--- config.mk ---
export PLATFORM = sky130hd
export DESIGN_NAME = button_press_classifier_led_blink
export DESIGN_NICKNAME = d
export VERILOG_FILES = /design/src/bpc_pkg.sv /design/src/button_press_classifier_led_blink.sv /design/src/bpc_blink.sv /design/src/bpc_button.sv
export SDC_FILE = /design/constraint.sdc
export NUM_CORES = 1
export LEC_CHECK = 0
export BUFFER_PORTS_ARGS = -buffer_cell sky130_fd_sc_hd__buf_2
export CORE_UTILIZATION = 30
export DETAILED_ROUTE_END_ITERATION = 16
export PLACE_DENSITY = 0.47
export REMOVE_ABC_BUFFERS = 1
export SLEW_MARGIN = 0
export SYNTH_ARGS = -nofsm -noshare
export SYNTH_HDL_FRONTEND = slang
export SYNTH_SLANG_ARGS = --single-unit
--- constraint.sdc ---
create_clock -name clk -period 4.3 [get_ports clk]
set_input_delay 0.86 -clock clk [delete_from_list [all_inputs] [get_ports clk]]
set_output_delay 0.86 -clock clk [all_outputs]
set_load 0.01 [all_outputs]
--- src/bpc_pkg.sv ---
`default_nettype none

package bpc_pkg;

    localparam int unsigned TIME_W   = 32;
    localparam int unsigned LED_W    = 16;
    localparam int unsigned PERIOD_W = 16;
    localparam int unsigned DEB_W    = 8;
    localparam int unsigned LONG_W   = 16;
    localparam int unsigned IDX_W    = 3;
    localparam int unsigned CFG_W    = 16;
    localparam int unsigned IN_DATA_W  = 40;
    localparam int unsigned OUT_DATA_W = 24;

    // Register indexes
    typedef enum logic [IDX_W-1:0] {
        REG_BLINK_EN     = 3'd0,
        REG_LED_MASK     = 3'd1,
        REG_BLINK_PERIOD = 3'd2,
        REG_DEBOUNCE     = 3'd3,
        REG_LONG_PRESS   = 3'd4,
        REG_ACTIVE_HIGH  = 3'd5
    } reg_index_t;

    typedef enum logic [1:0] {
        EV_NONE  = 2'd0,
        EV_SHORT = 2'd1,
        EV_LONG  = 2'd2
    } press_event_t;

    localparam logic [PERIOD_W-1:0] BLINK_PERIOD_RST = PERIOD_W'(125);
    localparam logic [DEB_W-1:0]    DEBOUNCE_RST     = DEB_W'(10);
    localparam logic [LONG_W-1:0]   LONG_PRESS_RST   = LONG_W'(500);
    localparam logic [LED_W-1:0]    LED_ALL          = '1;

    typedef struct packed {
        logic                blink_en;
        logic [LED_W-1:0]    led_mask;
        logic [PERIOD_W-1:0] blink_period_ms;
        logic [DEB_W-1:0]    debounce_ms;
        logic [LONG_W-1:0]   long_press_ms;
        logic                active_high;
    } cfg_t;

endpackage

`default_nettype wire

--- src/button_press_classifier_led_blink.sv ---
`default_nettype none

// Debounced push-button short/long press detector with a blinking LED word.
// Each input transaction carries a millisecond timestamp and the raw button
// level; each one yields exactly one output transaction holding the LED word
// (led_mask gated by the blink phase) and a press event (none, short, long).
// A level change is taken once it has differed for more than debounce_ms;
// a release held at least long_press_ms is a long press. All time differences
// wrap modulo 2^32. Throughput is one transaction per clock while the sink is
// ready: the item sits in an input register, the blink and debounce state is
// updated from it (one 32-bit subtract and compare per state element), and the
// result lands in an output register, which drives tvalid; a stalled sink
// holds the result there. The output register lets a new input be taken while
// a result still waits. Configuration writes take effect at the next edge and
// are meant to be issued while no transaction is in flight; writing
// blink_en = 0 sets the blink phase back to on.
module button_press_classifier_led_blink (
    input  wire logic                            clk,
    input  wire logic                            rst_n,
    // configuration
    input  wire logic                            cfg_wr_en,
    input  wire logic [bpc_pkg::IDX_W-1:0]       cfg_index,
    input  wire logic [bpc_pkg::CFG_W-1:0]       cfg_wdata,
    // input stream
    input  wire logic                            s_axis_tvalid,
    output logic                                 s_axis_tready,
    input  wire logic [bpc_pkg::IN_DATA_W-1:0]   s_axis_tdata,  // [31:0] now_ms, [32] button_level
    // output stream
    output logic                                 m_axis_tvalid,
    input  wire logic                            m_axis_tready,
    output logic [bpc_pkg::OUT_DATA_W-1:0]       m_axis_tdata   // [15:0] led_word, [17:16] press_event
);
    import bpc_pkg::*;

    cfg_t              cfg_reg;
    logic              force_on;

    logic              in_valid_reg;
    logic [TIME_W-1:0] now_reg;
    logic              level_reg;
    logic              in_accept;
    logic              advance;

    logic              out_valid_reg;
    logic [LED_W-1:0]  led_word_reg;
    press_event_t      event_reg;

    logic              blink_on_next;
    press_event_t      press_event;

    // ---------------- configuration registers ----------------
    always_ff @(posedge clk or negedge rst_n)
    begin
        if (!rst_n)
        begin
            cfg_reg.blink_en        <= 1'b0;
            cfg_reg.led_mask        <= '0;
            cfg_reg.blink_period_ms <= BLINK_PERIOD_RST;
            cfg_reg.debounce_ms     <= DEBOUNCE_RST;
            cfg_reg.long_press_ms   <= LONG_PRESS_RST;
            cfg_reg.active_high     <= 1'b1;
        end
        else if (cfg_wr_en)
        begin
            case (cfg_index)
                REG_BLINK_EN:     cfg_reg.blink_en        <= cfg_wdata[0];
                REG_LED_MASK:     cfg_reg.led_mask        <= cfg_wdata[LED_W-1:0];
                REG_BLINK_PERIOD: cfg_reg.blink_period_ms <= cfg_wdata[PERIOD_W-1:0];
                REG_DEBOUNCE:     cfg_reg.debounce_ms     <= cfg_wdata[DEB_W-1:0];
                REG_LONG_PRESS:   cfg_reg.long_press_ms   <= cfg_wdata[LONG_W-1:0];
                REG_ACTIVE_HIGH:  cfg_reg.active_high     <= cfg_wdata[0];
                default:          ;
            endcase
        end
    end

    // disabling blink forces the phase back on
    assign force_on = cfg_wr_en && (cfg_index == REG_BLINK_EN) && !cfg_wdata[0];

    // ---------------- handshake ----------------
    // advance: the held item is processed and moves to the output register
    assign advance       = in_valid_reg && (!out_valid_reg || m_axis_tready);
    assign s_axis_tready = !in_valid_reg || advance;
    assign in_accept     = s_axis_tvalid && s_axis_tready;

    always_ff @(posedge clk or negedge rst_n)
    begin
        if (!rst_n)
        begin
            in_valid_reg <= 1'b0;
        end
        else if (in_accept)
        begin
            in_valid_reg <= 1'b1;
        end
        else if (advance)
        begin
            in_valid_reg <= 1'b0;
        end
    end

    always_ff @(posedge clk)
    begin
        if (in_accept)
        begin
            now_reg   <= s_axis_tdata[TIME_W-1:0];
            level_reg <= s_axis_tdata[TIME_W];
        end
    end

    // ---------------- state units ----------------
    bpc_blink u_blink (
        .clk             (clk),
        .rst_n           (rst_n),
        .fire            (advance),
        .now_ms          (now_reg),
        .blink_en        (cfg_reg.blink_en),
        .blink_period_ms (cfg_reg.blink_period_ms),
        .force_on        (force_on),
        .blink_on_next   (blink_on_next)
    );

    bpc_button u_button (
        .clk           (clk),
        .rst_n         (rst_n),
        .fire          (advance),
        .now_ms        (now_reg),
        .button_level  (level_reg),
        .debounce_ms   (cfg_reg.debounce_ms),
        .long_press_ms (cfg_reg.long_press_ms),
        .active_high   (cfg_reg.active_high),
        .press_event   (press_event)
    );

    // ---------------- result register ----------------
    always_ff @(posedge clk or negedge rst_n)
    begin
        if (!rst_n)
        begin
            out_valid_reg <= 1'b0;
        end
        else if (advance)
        begin
            out_valid_reg <= 1'b1;
        end
        else if (m_axis_tready)
        begin
            out_valid_reg <= 1'b0;
        end
    end

    always_ff @(posedge clk)
    begin
        if (advance)
        begin
            led_word_reg <= cfg_reg.led_mask & (blink_on_next ? LED_ALL : '0);
            event_reg    <= press_event;
        end
    end

    assign m_axis_tvalid = out_valid_reg;
    assign m_axis_tdata  = {{(OUT_DATA_W-LED_W-2){1'b0}}, event_reg, led_word_reg};

    // ---------------- assertions ----------------
    // a processed item always lands in the output register
    a_advance_fills: assert property (@(posedge clk) disable iff (!rst_n)
        advance |=> out_valid_reg)
        else $error("processed item did not reach output register");

    // press event code 3 is never produced
    a_event_legal: assert property (@(posedge clk) disable iff (!rst_n)
        out_valid_reg |-> (event_reg == EV_NONE || event_reg == EV_SHORT
                           || event_reg == EV_LONG))
        else $error("illegal press event code");

    // with blinking off the LED word is the plain mask
    a_steady_word: assert property (@(posedge clk) disable iff (!rst_n)
        (advance && !cfg_reg.blink_en && !force_on)
            |=> led_word_reg == $past(cfg_reg.led_mask))
        else $error("LED word differs from mask while blink disabled");

    // input stalls only while an item is held
    a_stall_held: assert property (@(posedge clk) disable iff (!rst_n)
        !s_axis_tready |-> (in_valid_reg && out_valid_reg))
        else $error("input stalled with free pipeline");

endmodule

`default_nettype wire

--- src/bpc_blink.sv ---
`default_nettype none

// Blink phase: while enabled, toggles when more than the period has elapsed since the last toggle; force_on sets it on.
module bpc_blink (
    input  wire logic                         clk,
    input  wire logic                         rst_n,
    input  wire logic                         fire,
    input  wire logic [bpc_pkg::TIME_W-1:0]   now_ms,
    input  wire logic                         blink_en,
    input  wire logic [bpc_pkg::PERIOD_W-1:0] blink_period_ms,
    input  wire logic                         force_on,
    output logic                              blink_on_next
);
    import bpc_pkg::*;

    logic              blink_on_reg;
    logic [TIME_W-1:0] last_toggle_reg;
    logic [TIME_W-1:0] last_toggle_next;
    logic [TIME_W-1:0] elapsed;
    logic              toggle;

    always_comb
    begin
        elapsed          = now_ms - last_toggle_reg;
        toggle           = blink_en && (elapsed > {{(TIME_W-PERIOD_W){1'b0}}, blink_period_ms});
        blink_on_next    = toggle ? ~blink_on_reg : blink_on_reg;
        last_toggle_next = toggle ? now_ms : last_toggle_reg;
    end

    always_ff @(posedge clk or negedge rst_n)
    begin
        if (!rst_n)
        begin
            blink_on_reg    <= 1'b1;
            last_toggle_reg <= '0;
        end
        else if (force_on)
        begin
            blink_on_reg <= 1'b1;
        end
        else if (fire)
        begin
            blink_on_reg    <= blink_on_next;
            last_toggle_reg <= last_toggle_next;
        end
    end

endmodule

`default_nettype wire

--- src/bpc_button.sv ---
`default_nettype none

// Debounce and short/long press classification on release.
module bpc_button (
    input  wire logic                       clk,
    input  wire logic                       rst_n,
    input  wire logic                       fire,
    input  wire logic [bpc_pkg::TIME_W-1:0] now_ms,
    input  wire logic                       button_level,
    input  wire logic [bpc_pkg::DEB_W-1:0]  debounce_ms,
    input  wire logic [bpc_pkg::LONG_W-1:0] long_press_ms,
    input  wire logic                       active_high,
    output bpc_pkg::press_event_t           press_event
);
    import bpc_pkg::*;

    logic              stable_reg;
    logic              stable_next;
    logic [TIME_W-1:0] agree_reg;
    logic [TIME_W-1:0] agree_next;
    logic [TIME_W-1:0] start_reg;
    logic [TIME_W-1:0] start_next;
    logic [TIME_W-1:0] since_agree;
    logic [TIME_W-1:0] held;

    always_comb
    begin
        since_agree = now_ms - agree_reg;
        held        = now_ms - start_reg;
        stable_next = stable_reg;
        agree_next  = agree_reg;
        start_next  = start_reg;
        press_event = EV_NONE;
        if ((since_agree > {{(TIME_W-DEB_W){1'b0}}, debounce_ms}) && (button_level != stable_reg))
        begin
            stable_next = button_level;
            if (button_level == active_high)
            begin
                start_next = now_ms;
            end
            else if (held < {{(TIME_W-LONG_W){1'b0}}, long_press_ms})
            begin
                press_event = EV_SHORT;
            end
            else
            begin
                press_event = EV_LONG;
            end
        end
        else if (button_level == stable_reg)
        begin
            agree_next = now_ms;
        end
    end

    // stable level resets to the inactive level of the reset polarity (active high)
    always_ff @(posedge clk or negedge rst_n)
    begin
        if (!rst_n)
        begin
            stable_reg <= 1'b0;
            agree_reg  <= '0;
            start_reg  <= '0;
        end
        else if (fire)
        begin
            stable_reg <= stable_next;
            agree_reg  <= agree_next;
            start_reg  <= start_next;
        end
    end

endmodule

`default_nettype wire

==> flow_summary_export.csv, run 1 <==
group,metric,value,unit
power,combPwrFrac,58.4,%
yosys,syn-cell-area,0.0150,mm²
clocking,worstSkewPairLatency,0.56,ns
grt,track_usage,17.4,%
finish,nets,2050,
yosys,yosysTopAreaCell,"dfrtp_1",
worst_setup_path,crit_buf_inv,8,
floorplan,io_pins,90,
hold_path,hold_class,"input pin to async pin",
floorplan,fp.dieH,226,µm
finish,layout_commonest_cell,"buf_4",
sta,drv_slew,0,
finish,largest_reg_flops,58,
drt,routed_via_density,5.03,
clocking,hold_buffers,0,
power,p_int,7.67,mW
power,switching_share,40.5,%
power,powerDensity,680,mW/mm²
grt,gr-total-overflow,0,
yosys,yosysTopAreaCellShare,23.7,%
power,ir_drop,0.000363,V
sta,post-route-min-period,4.47,ns
worst_setup_path,path_cells,"buf_4 > ha_1 > buf_4 > nand4_1 > buf_4 > o41ai_1 > a21oi_1 > a2111oi_2 > buf_4 > nor3_1 > xor2_1 > nand4b_1 > o41ai_4 > buf_6 > buf_6 > nor3_4 > buf_12 > buf_12 > mux2_4",
worst_setup_path,critPathArrivalTime,4.90,ns
clocking,cts-root-buf,"clkbuf_16",
drt,drt_drc_violations_left,0,
power,clockPowerShare,18.9,%
finish,drive_above_1_share,26.7,%
finish,antenna_cells,0,
grt,grt_pass1_vias,12504,
worst_setup_path,required,4.73,ns
worst_setup_path,criticalPathCategory,"flip-flop to flip-flop",
status,violations,"setup timing",
yosys,synth_edf_count,51,
yosys,ys_ff_latch,209,
finish,final_cell_count_no_fill,2537,
worst_setup_path,startpoint,"now_reg[9]$_DFFE_PP_",
drt,ant_nets,0,
finish,final_cell_mix,"buf_4 (179), inv_1 (146), dfrtp_1 (142)",
sta,worst_slack,-0.170,ns
grt,grt_max_degree,82,
finish,syn_to_final_growth,26.5,%
yosys,synth_area_leaders,"dfrtp_1 (24%), ha_1 (11%), edfxtp_1 (10%)",
placement,port_buffers,76,
yosys,synthArstFlopShare,75.6,%
worst_setup_path,end_kind,"flip-flop",
floorplan,die_x,226,µm
worst_setup_path,cp-start-kind,"flip-flop",
power,p_sw,5.23,mW
clocking,cts_tree,"done",
placement,gp_congestion,0.882,
worst_setup_path,cp-endpoint,"u_blink.last_toggle_reg[22]$_DFFE_PN0P_",
worst_setup_path,cp_top_family,"buffers and inverters",
grt,grt_pass1_wl,69400,µm
yosys,synth_cell_types,76,
sta,worstMarginPinSlew,0.886,ns
sta,setup_viol,49,
floorplan,core,0.0492,mm²
drt,num_vias,12766,
power,p_seq_share,22.7,%
drt,wl,44500,µm
floorplan,start_util,30.5,%
drt,drt_first_pass_iters,5,
sta,fin_skew,0.0182,ns
yosys,avgSynthCellArea,9.31,µm²
sta,fmax,0.224,GHz
worst_setup_path,critical_path_cell_count,19,
sta,timing.setup.tns,-7.15,ns
floorplan,die_area,0.0509,mm²
drt,wl_per_cell,17.5,µm
placement,dp_hpwl,34200,µm
worst_setup_path,worstReg2RegEnd,"u_blink.last_toggle_reg[22]$_DFFE_PN0P_",
sta,rsz0062_at_grt,"true",
clocking,cts_buffer_depth,3,
grt,antenna_found_initial,0,
yosys,seq_area_frac_synth,36.7,%
sta,hold_viol,0,
worst_setup_path,slowest_stage,"edfxtp_1",
flow_run,maxCapViolCount,0,
sta,slew_headroom,40.6,%
yosys,syn_inst,1612,
status,status,"complete, but fails checks",
yosys,ys.flop_type,"dfrtp_1",
sta,finalCritPeriodShare,104,%
clocking,numCtsBuffers,28,
power,p_leak,8.39,nW
worst_setup_path,worstRegToRegCells,19,
clocking,path_clk_slew,0.06,ns
worst_setup_path,max_stage_delay,0.51,ns
clocking,clock-sinks,209,
floorplan,row_count,81,
yosys,synth_warnings,0,
placement,post-place-cells,2459,
worst_setup_path,cp_max_fo,8,
drt,drtIter0Drc,802,
worst_setup_path,cpMostUsedCell,"buf_4",
worst_setup_path,r2r_slack,-0.17,ns
worst_setup_path,r2r-start,"now_reg[9]$_DFFE_PP_",
clocking,htreeDepth,1,
[kinds of logic after synthesis]
| family | Yosys count | synth area share (%) |
|---|---|---|
| AO/OA/AOI/OAI | 472 | 20.0 |
| XOR/XNOR | 68 | 4.02 |
| adder cells (fa/ha/maj) | 135 | 11.4 |
| buffers and inverters | 228 | 6.20 |
| flip-flops | 209 | 36.7 |
| multiplexers | 101 | 8.23 |
| other | 1 | 0.0250 |
| AND/OR/NAND/NOR | 398 | 13.5 |
[through the flow]
| step | total power, mW | area, µm² | hold slack, ns | setup WS [ns] | util [%] |
|---|---|---|---|---|---|
| after detailed placement | 10.0 | 17400 | 0.471 | -0.566 | 35.3 |
| after global routing | 14.0 | 19000 | 0.360 | -0.438 | 38.6 |
| final | 12.9 | 19000 | 0.314 | -0.170 | 38.6 |
| after floorplan | 7.63 | 14700 | 0.454 | -1.43 | - |
| after global placement | 9.94 | 17400 | 0.472 | -0.500 | 35.3 |
| after CTS | 12.9 | 18700 | 0.326 | -0.193 | 38.0 |
[layout make-up]
cell class                      count  area, µm²
Tap cell                          664        831
Clock buffer                       39        826
Inverter                          150        563
Timing Repair Buffer              282       2210
Multi-Input combinational cell   1180       8890
Clock inverter                     13        146
Fill cell                        4909      30200
Sequential cell                   209       5510
[what timing repair did]
action                                  CTS  global route
endpoints found under the setup margin   61            84
gates cloned                              2             2
hold endpoints to repair                  0             0
setup buffers                            13             9
gates resized for setup                  47            28
pin swaps                                25            17
[worst min-delay path by stage]
| stage | end | startpoint | slack, ns | cells past startpoint |
|---|---|---|---|---|
| 4_1_cts | cfg_reg[1]$_DFFE_PN0P_ | rst_n | 0.33 | 1 |
| 6_report | cfg_reg[44]$_DFFE_PN0P_ | rst_n | 0.31 | 1 |
| 5_1_grt | cfg_reg[44]$_DFFE_PN0P_ | rst_n | 0.36 | 1 |
| 2_1_floorplan | u_button.agree_reg[0]$_DFFE_PN0P_ | u_button.agree_reg[0]$_DFFE_PN0P_ | 0.45 | 2 |
| 3_5_place_dp | m_axis_tvalid$_DFFE_PN0P_ | in_valid_reg$_DFFE_PN0P_ | 0.47 | 1 |
| 3_3_place_gp | u_button.agree_reg[0]$_DFFE_PN0P_ | u_button.agree_reg[0]$_DFFE_PN0P_ | 0.47 | 2 |
[synth_stat cells (all sizes together) (6+ instances only)]
cell / count
edfxtp: 51
nand4: 32
a21boi: 10
nor4: 12
nand4b: 6
o211ai: 15
clkbuf: 54
o21bai: 9
o21ai: 127
xor2: 35
dfstp: 16
xnor2: 33
nand3: 53
nand3b: 11
nor3: 17
and3: 11
a211oi: 12
mux2i: 9
o21a: 19
a211o: 6
nand2b: 17
a311oi: 7
nor2b: 23
dfrtp: 142
nor2: 69
a21oi: 148
inv: 150
a41oi: 32
a31oi: 18
nor3b: 7
ha: 132
a21o: 31
buf: 24
nand2: 117
o2111ai: 6
mux2: 92
[routing by layer]
| layer | wire length (µm) | global-route usage [%] | part of all wire [%] | vias up |
|---|---|---|---|---|
| met2 | 19900 | 27.4 | 45 | 227 |
| met4 | 952 | 3.73 | 2.1 | 0 |
| li1 | - | - | - | 6348 |
| met1 | 22100 | 25.4 | 50 | 6140 |
| met3 | 1480 | 1.93 | 3.3 | 51 |
| met5 | 0 | 0 | 0 | - |
[power by group through the flow]
stage	logic, mW	clock network, mW	registers, mW
2_1_floorplan	4.73	0	2.90
3_3_place_gp	7.01	0	2.93
3_5_place_dp	7.07	0	2.95
4_1_cts	7.42	2.52	2.92
5_1_grt	8.38	2.60	3.00
6_report	7.54	2.44	2.92
Power figures use the tool's default switching activity.
==> run 2, diff against run 1 <==
Clock period 4.3 ns to 4.1 ns, I/O delays scaled along.
==> run 2 against run 1 <==
The flow still finishes with violations (setup timing). Die area did not move. Global-route usage increased by 1.4 points. Maximum frequency up 0.56%. First-iteration DRC count is 18% lower. Worst hold slack worse by 0.037 ns. Clock skew up 0.0060 ns. Sequential power is 5% higher. Final cell count grew 0.91%. Final area grew 0.76%. Count of clock-buffer cells in the layout is the same. Sequential cell count is the same. Critical path type unchanged. Critical endpoint is now u_blink.last_toggle_reg[31]$_DFFE_PN0P_.
==> flow_summary_export.csv, run 2 (synthesis results as in run 1) <==
group,metric,value,unit
finish,final_cell_mix,"buf_4 (211), inv_1 (145), dfrtp_1 (142)",
placement,postPlaceCellArea,0.0176,mm²
drt,wl_per_cell,18.6,µm
clocking,path_clk_slew,0.06,ns
sta,timing.setup.tns,-14.81,ns
floorplan,core,0.0492,mm²
sta,post-route-min-period,4.45,ns
finish,nets,2074,
worst_setup_path,cpMostUsedCell,"a21o_1",
drt,wl,47500,µm
finish,largest_reg_flops,58,
hold_path,hold_class,"input pin to async pin",
worst_setup_path,criticalPathCategory,"flip-flop to flip-flop",
worst_setup_path,path_cells,"buf_6 > ha_4 > nand3b_1 > a21oi_2 > nor2_2 > o21ai_2 > a21o_1 > a21o_1 > nand3_1 > nand2_1 > xor2_1 > ha_1 > a21o_1 > a21o_1 > a211oi_2 > a21oi_2 > nor4_2 > nand4_1 > o41ai_4 > buf_4 > nor3_4 > buf_12 > buf_12 > mux2_4",
placement,dp_hpwl,36400,µm
flow_run,maxCapViolCount,0,
sta,hold_viol,0,
floorplan,die_x,226,µm
finish,syn_to_final_growth,27.4,%
worst_setup_path,r2r_slack,-0.35,ns
floorplan,row_count,81,
clocking,numCtsBuffers,27,
sta,finalCritPeriodShare,108,%
worst_setup_path,startpoint,"now_reg[1]$_DFFE_PP_",
finish,antenna_cells,0,
drt,dr_wl_met2,20300,µm
sta,fmax,0.225,GHz
grt,track_usage,18.7,%
drt,top_layer,"met4",
grt,gr-total-overflow,0,
worst_setup_path,worstRegToRegCells,24,
sta,fin_skew,0.0242,ns
finish,layout_commonest_cell,"buf_4",
worst_setup_path,critPathArrivalTime,4.87,ns
drt,drt_drc_violations_left,0,
finish,fin_area,0.0191,mm²
floorplan,fp.dieH,226,µm
clocking,worstSkewPairLatency,0.56,ns
worst_setup_path,end_kind,"flip-flop",
worst_setup_path,cp_max_fo,14,
sta,setup_viol,50,
sta,slew_headroom,51.3,%
worst_setup_path,cp-start-kind,"flip-flop",
power,p_leak,8.49,nW
clocking,cts-root-buf,"clkbuf_16",
power,ir_drop,0.000384,V
placement,post-place-cells,2490,
finish,final_cell_count_no_fill,2560,
sta,worstMarginPinSlew,0.731,ns
drt,met3WireLength,2010,µm
grt,antenna_found_initial,0,
sta,rsz0062_at_grt,"true",
drt,drt_first_pass_iters,7,
drt,wl_met1,24000,µm
finish,drive_above_1_share,28.4,%
sta,worst_slack,-0.346,ns
clocking,clock-sinks,209,
drt,ant_nets,0,
worst_setup_path,max_stage_delay,0.43,ns
clocking,htreeDepth,1,
power,powerDensity,727,mW/mm²
placement,port_buffers,76,
placement,gp_congestion,0.923,
grt,grt_pass1_wl,73500,µm
clocking,cts_buffer_depth,3,
grt,grt_max_degree,82,
floorplan,start_util,30.5,%
worst_setup_path,r2r-start,"now_reg[1]$_DFFE_PP_",
sta,drv_slew,0,
worst_setup_path,required,4.52,ns
status,violations,"setup timing",
status,status,"complete, but fails checks",
finish,final_util,38.9,%
floorplan,io_pins,90,
clocking,hold_buffers,0,
floorplan,die_area,0.0509,mm²
clocking,cts_tree,"done",
placement,pre_cts_ws,-0.822,ns
drt,routed_via_density,5.09,
drt,num_vias,13035,
worst_setup_path,slowest_stage,"edfxtp_1",
drt,drtIter0Drc,655,
worst_setup_path,worstReg2RegEnd,"u_blink.last_toggle_reg[31]$_DFFE_PN0P_",
grt,grt_pass1_vias,12678,
[run 2: changes by cell type in the layout (fill, tap and decap cells not counted), moves of 4 or more]
cell       delta
nor2b_4       +6
buf_4        +32
clkbuf_8      +4
nor2b_1       -5
clkbuf_16     -4
[run 2: per-stage QoR]
| stage | total power [mW] | hold slack (ns) |
|---|---|---|
| 2_1_floorplan | 8.00 | 0.454 |
| 3_3_place_gp | 10.8 | 0.473 |
| 3_5_place_dp | 10.9 | 0.480 |
| 4_1_cts | 13.9 | 0.301 |
| 5_1_grt | 15.0 | 0.327 |
| 6_report | 13.9 | 0.277 |
[run 2: how the worst max path moves through the flow]
stage | to | slack [ns]
detailed placement | event_reg[0]$_SDFFCE_PP0P_ | -0.82
CTS | u_blink.last_toggle_reg[9]$_DFFE_PN0P_ | -0.35
global placement | event_reg[0]$_SDFFCE_PP0P_ | -0.74
floorplan | u_blink.last_toggle_reg[31]$_DFFE_PN0P_ | -1.63
global route | event_reg[0]$_SDFFCE_PP0P_ | -0.67
finish | u_blink.last_toggle_reg[31]$_DFFE_PN0P_ | -0.35
[run 2: cell type report]
cell class | instances | area (µm²)
Fill cell | 4956 | 30000
Multi-Input combinational cell | 1180 | 8990
Sequential cell | 209 | 5510
Timing Repair Buffer | 307 | 2320
Tap cell | 664 | 831
Clock buffer | 39 | 802
Inverter | 150 | 563
Clock inverter | 11 | 111
[run 2: worst max-delay path, delay by kind of cell, from the launching register on]
kind / cells / cell delay (ns)
buffers and inverters: 4 / 0.65
AOI/OAI and AO/OA: 9 / 1.56
DFF: 1 / 0.43
adders and majority gates: 2 / 0.52
xor gates and xnor gates: 1 / 0.18
and+or+nand+nor: 7 / 0.68
muxes: 1 / 0.30
[run 2: timing repair]
item | 4_1_cts | 5_1_grt
pin swaps | 43 | 23
setup buffers | 19 | 3
resized for setup | 55 | 28
setup endpoints to repair | 84 | 84
gates cloned | 1 | 1
[run 2: report_power, final]
part,total (mW),internal [mW],switching (mW)
Clock,2.44,1.48,0.958
Combinational,8.39,3.85,4.54
Sequential,3.06,2.76,0.301
Total,13.9,8.09,5.80
[run 2: metal layers]
layer  up-vias  track usage (%)
met5         -                0
met4         0             4.83
met3        60             2.28
met2       307             28.4
met1      6277             27.9
li1       6391                -
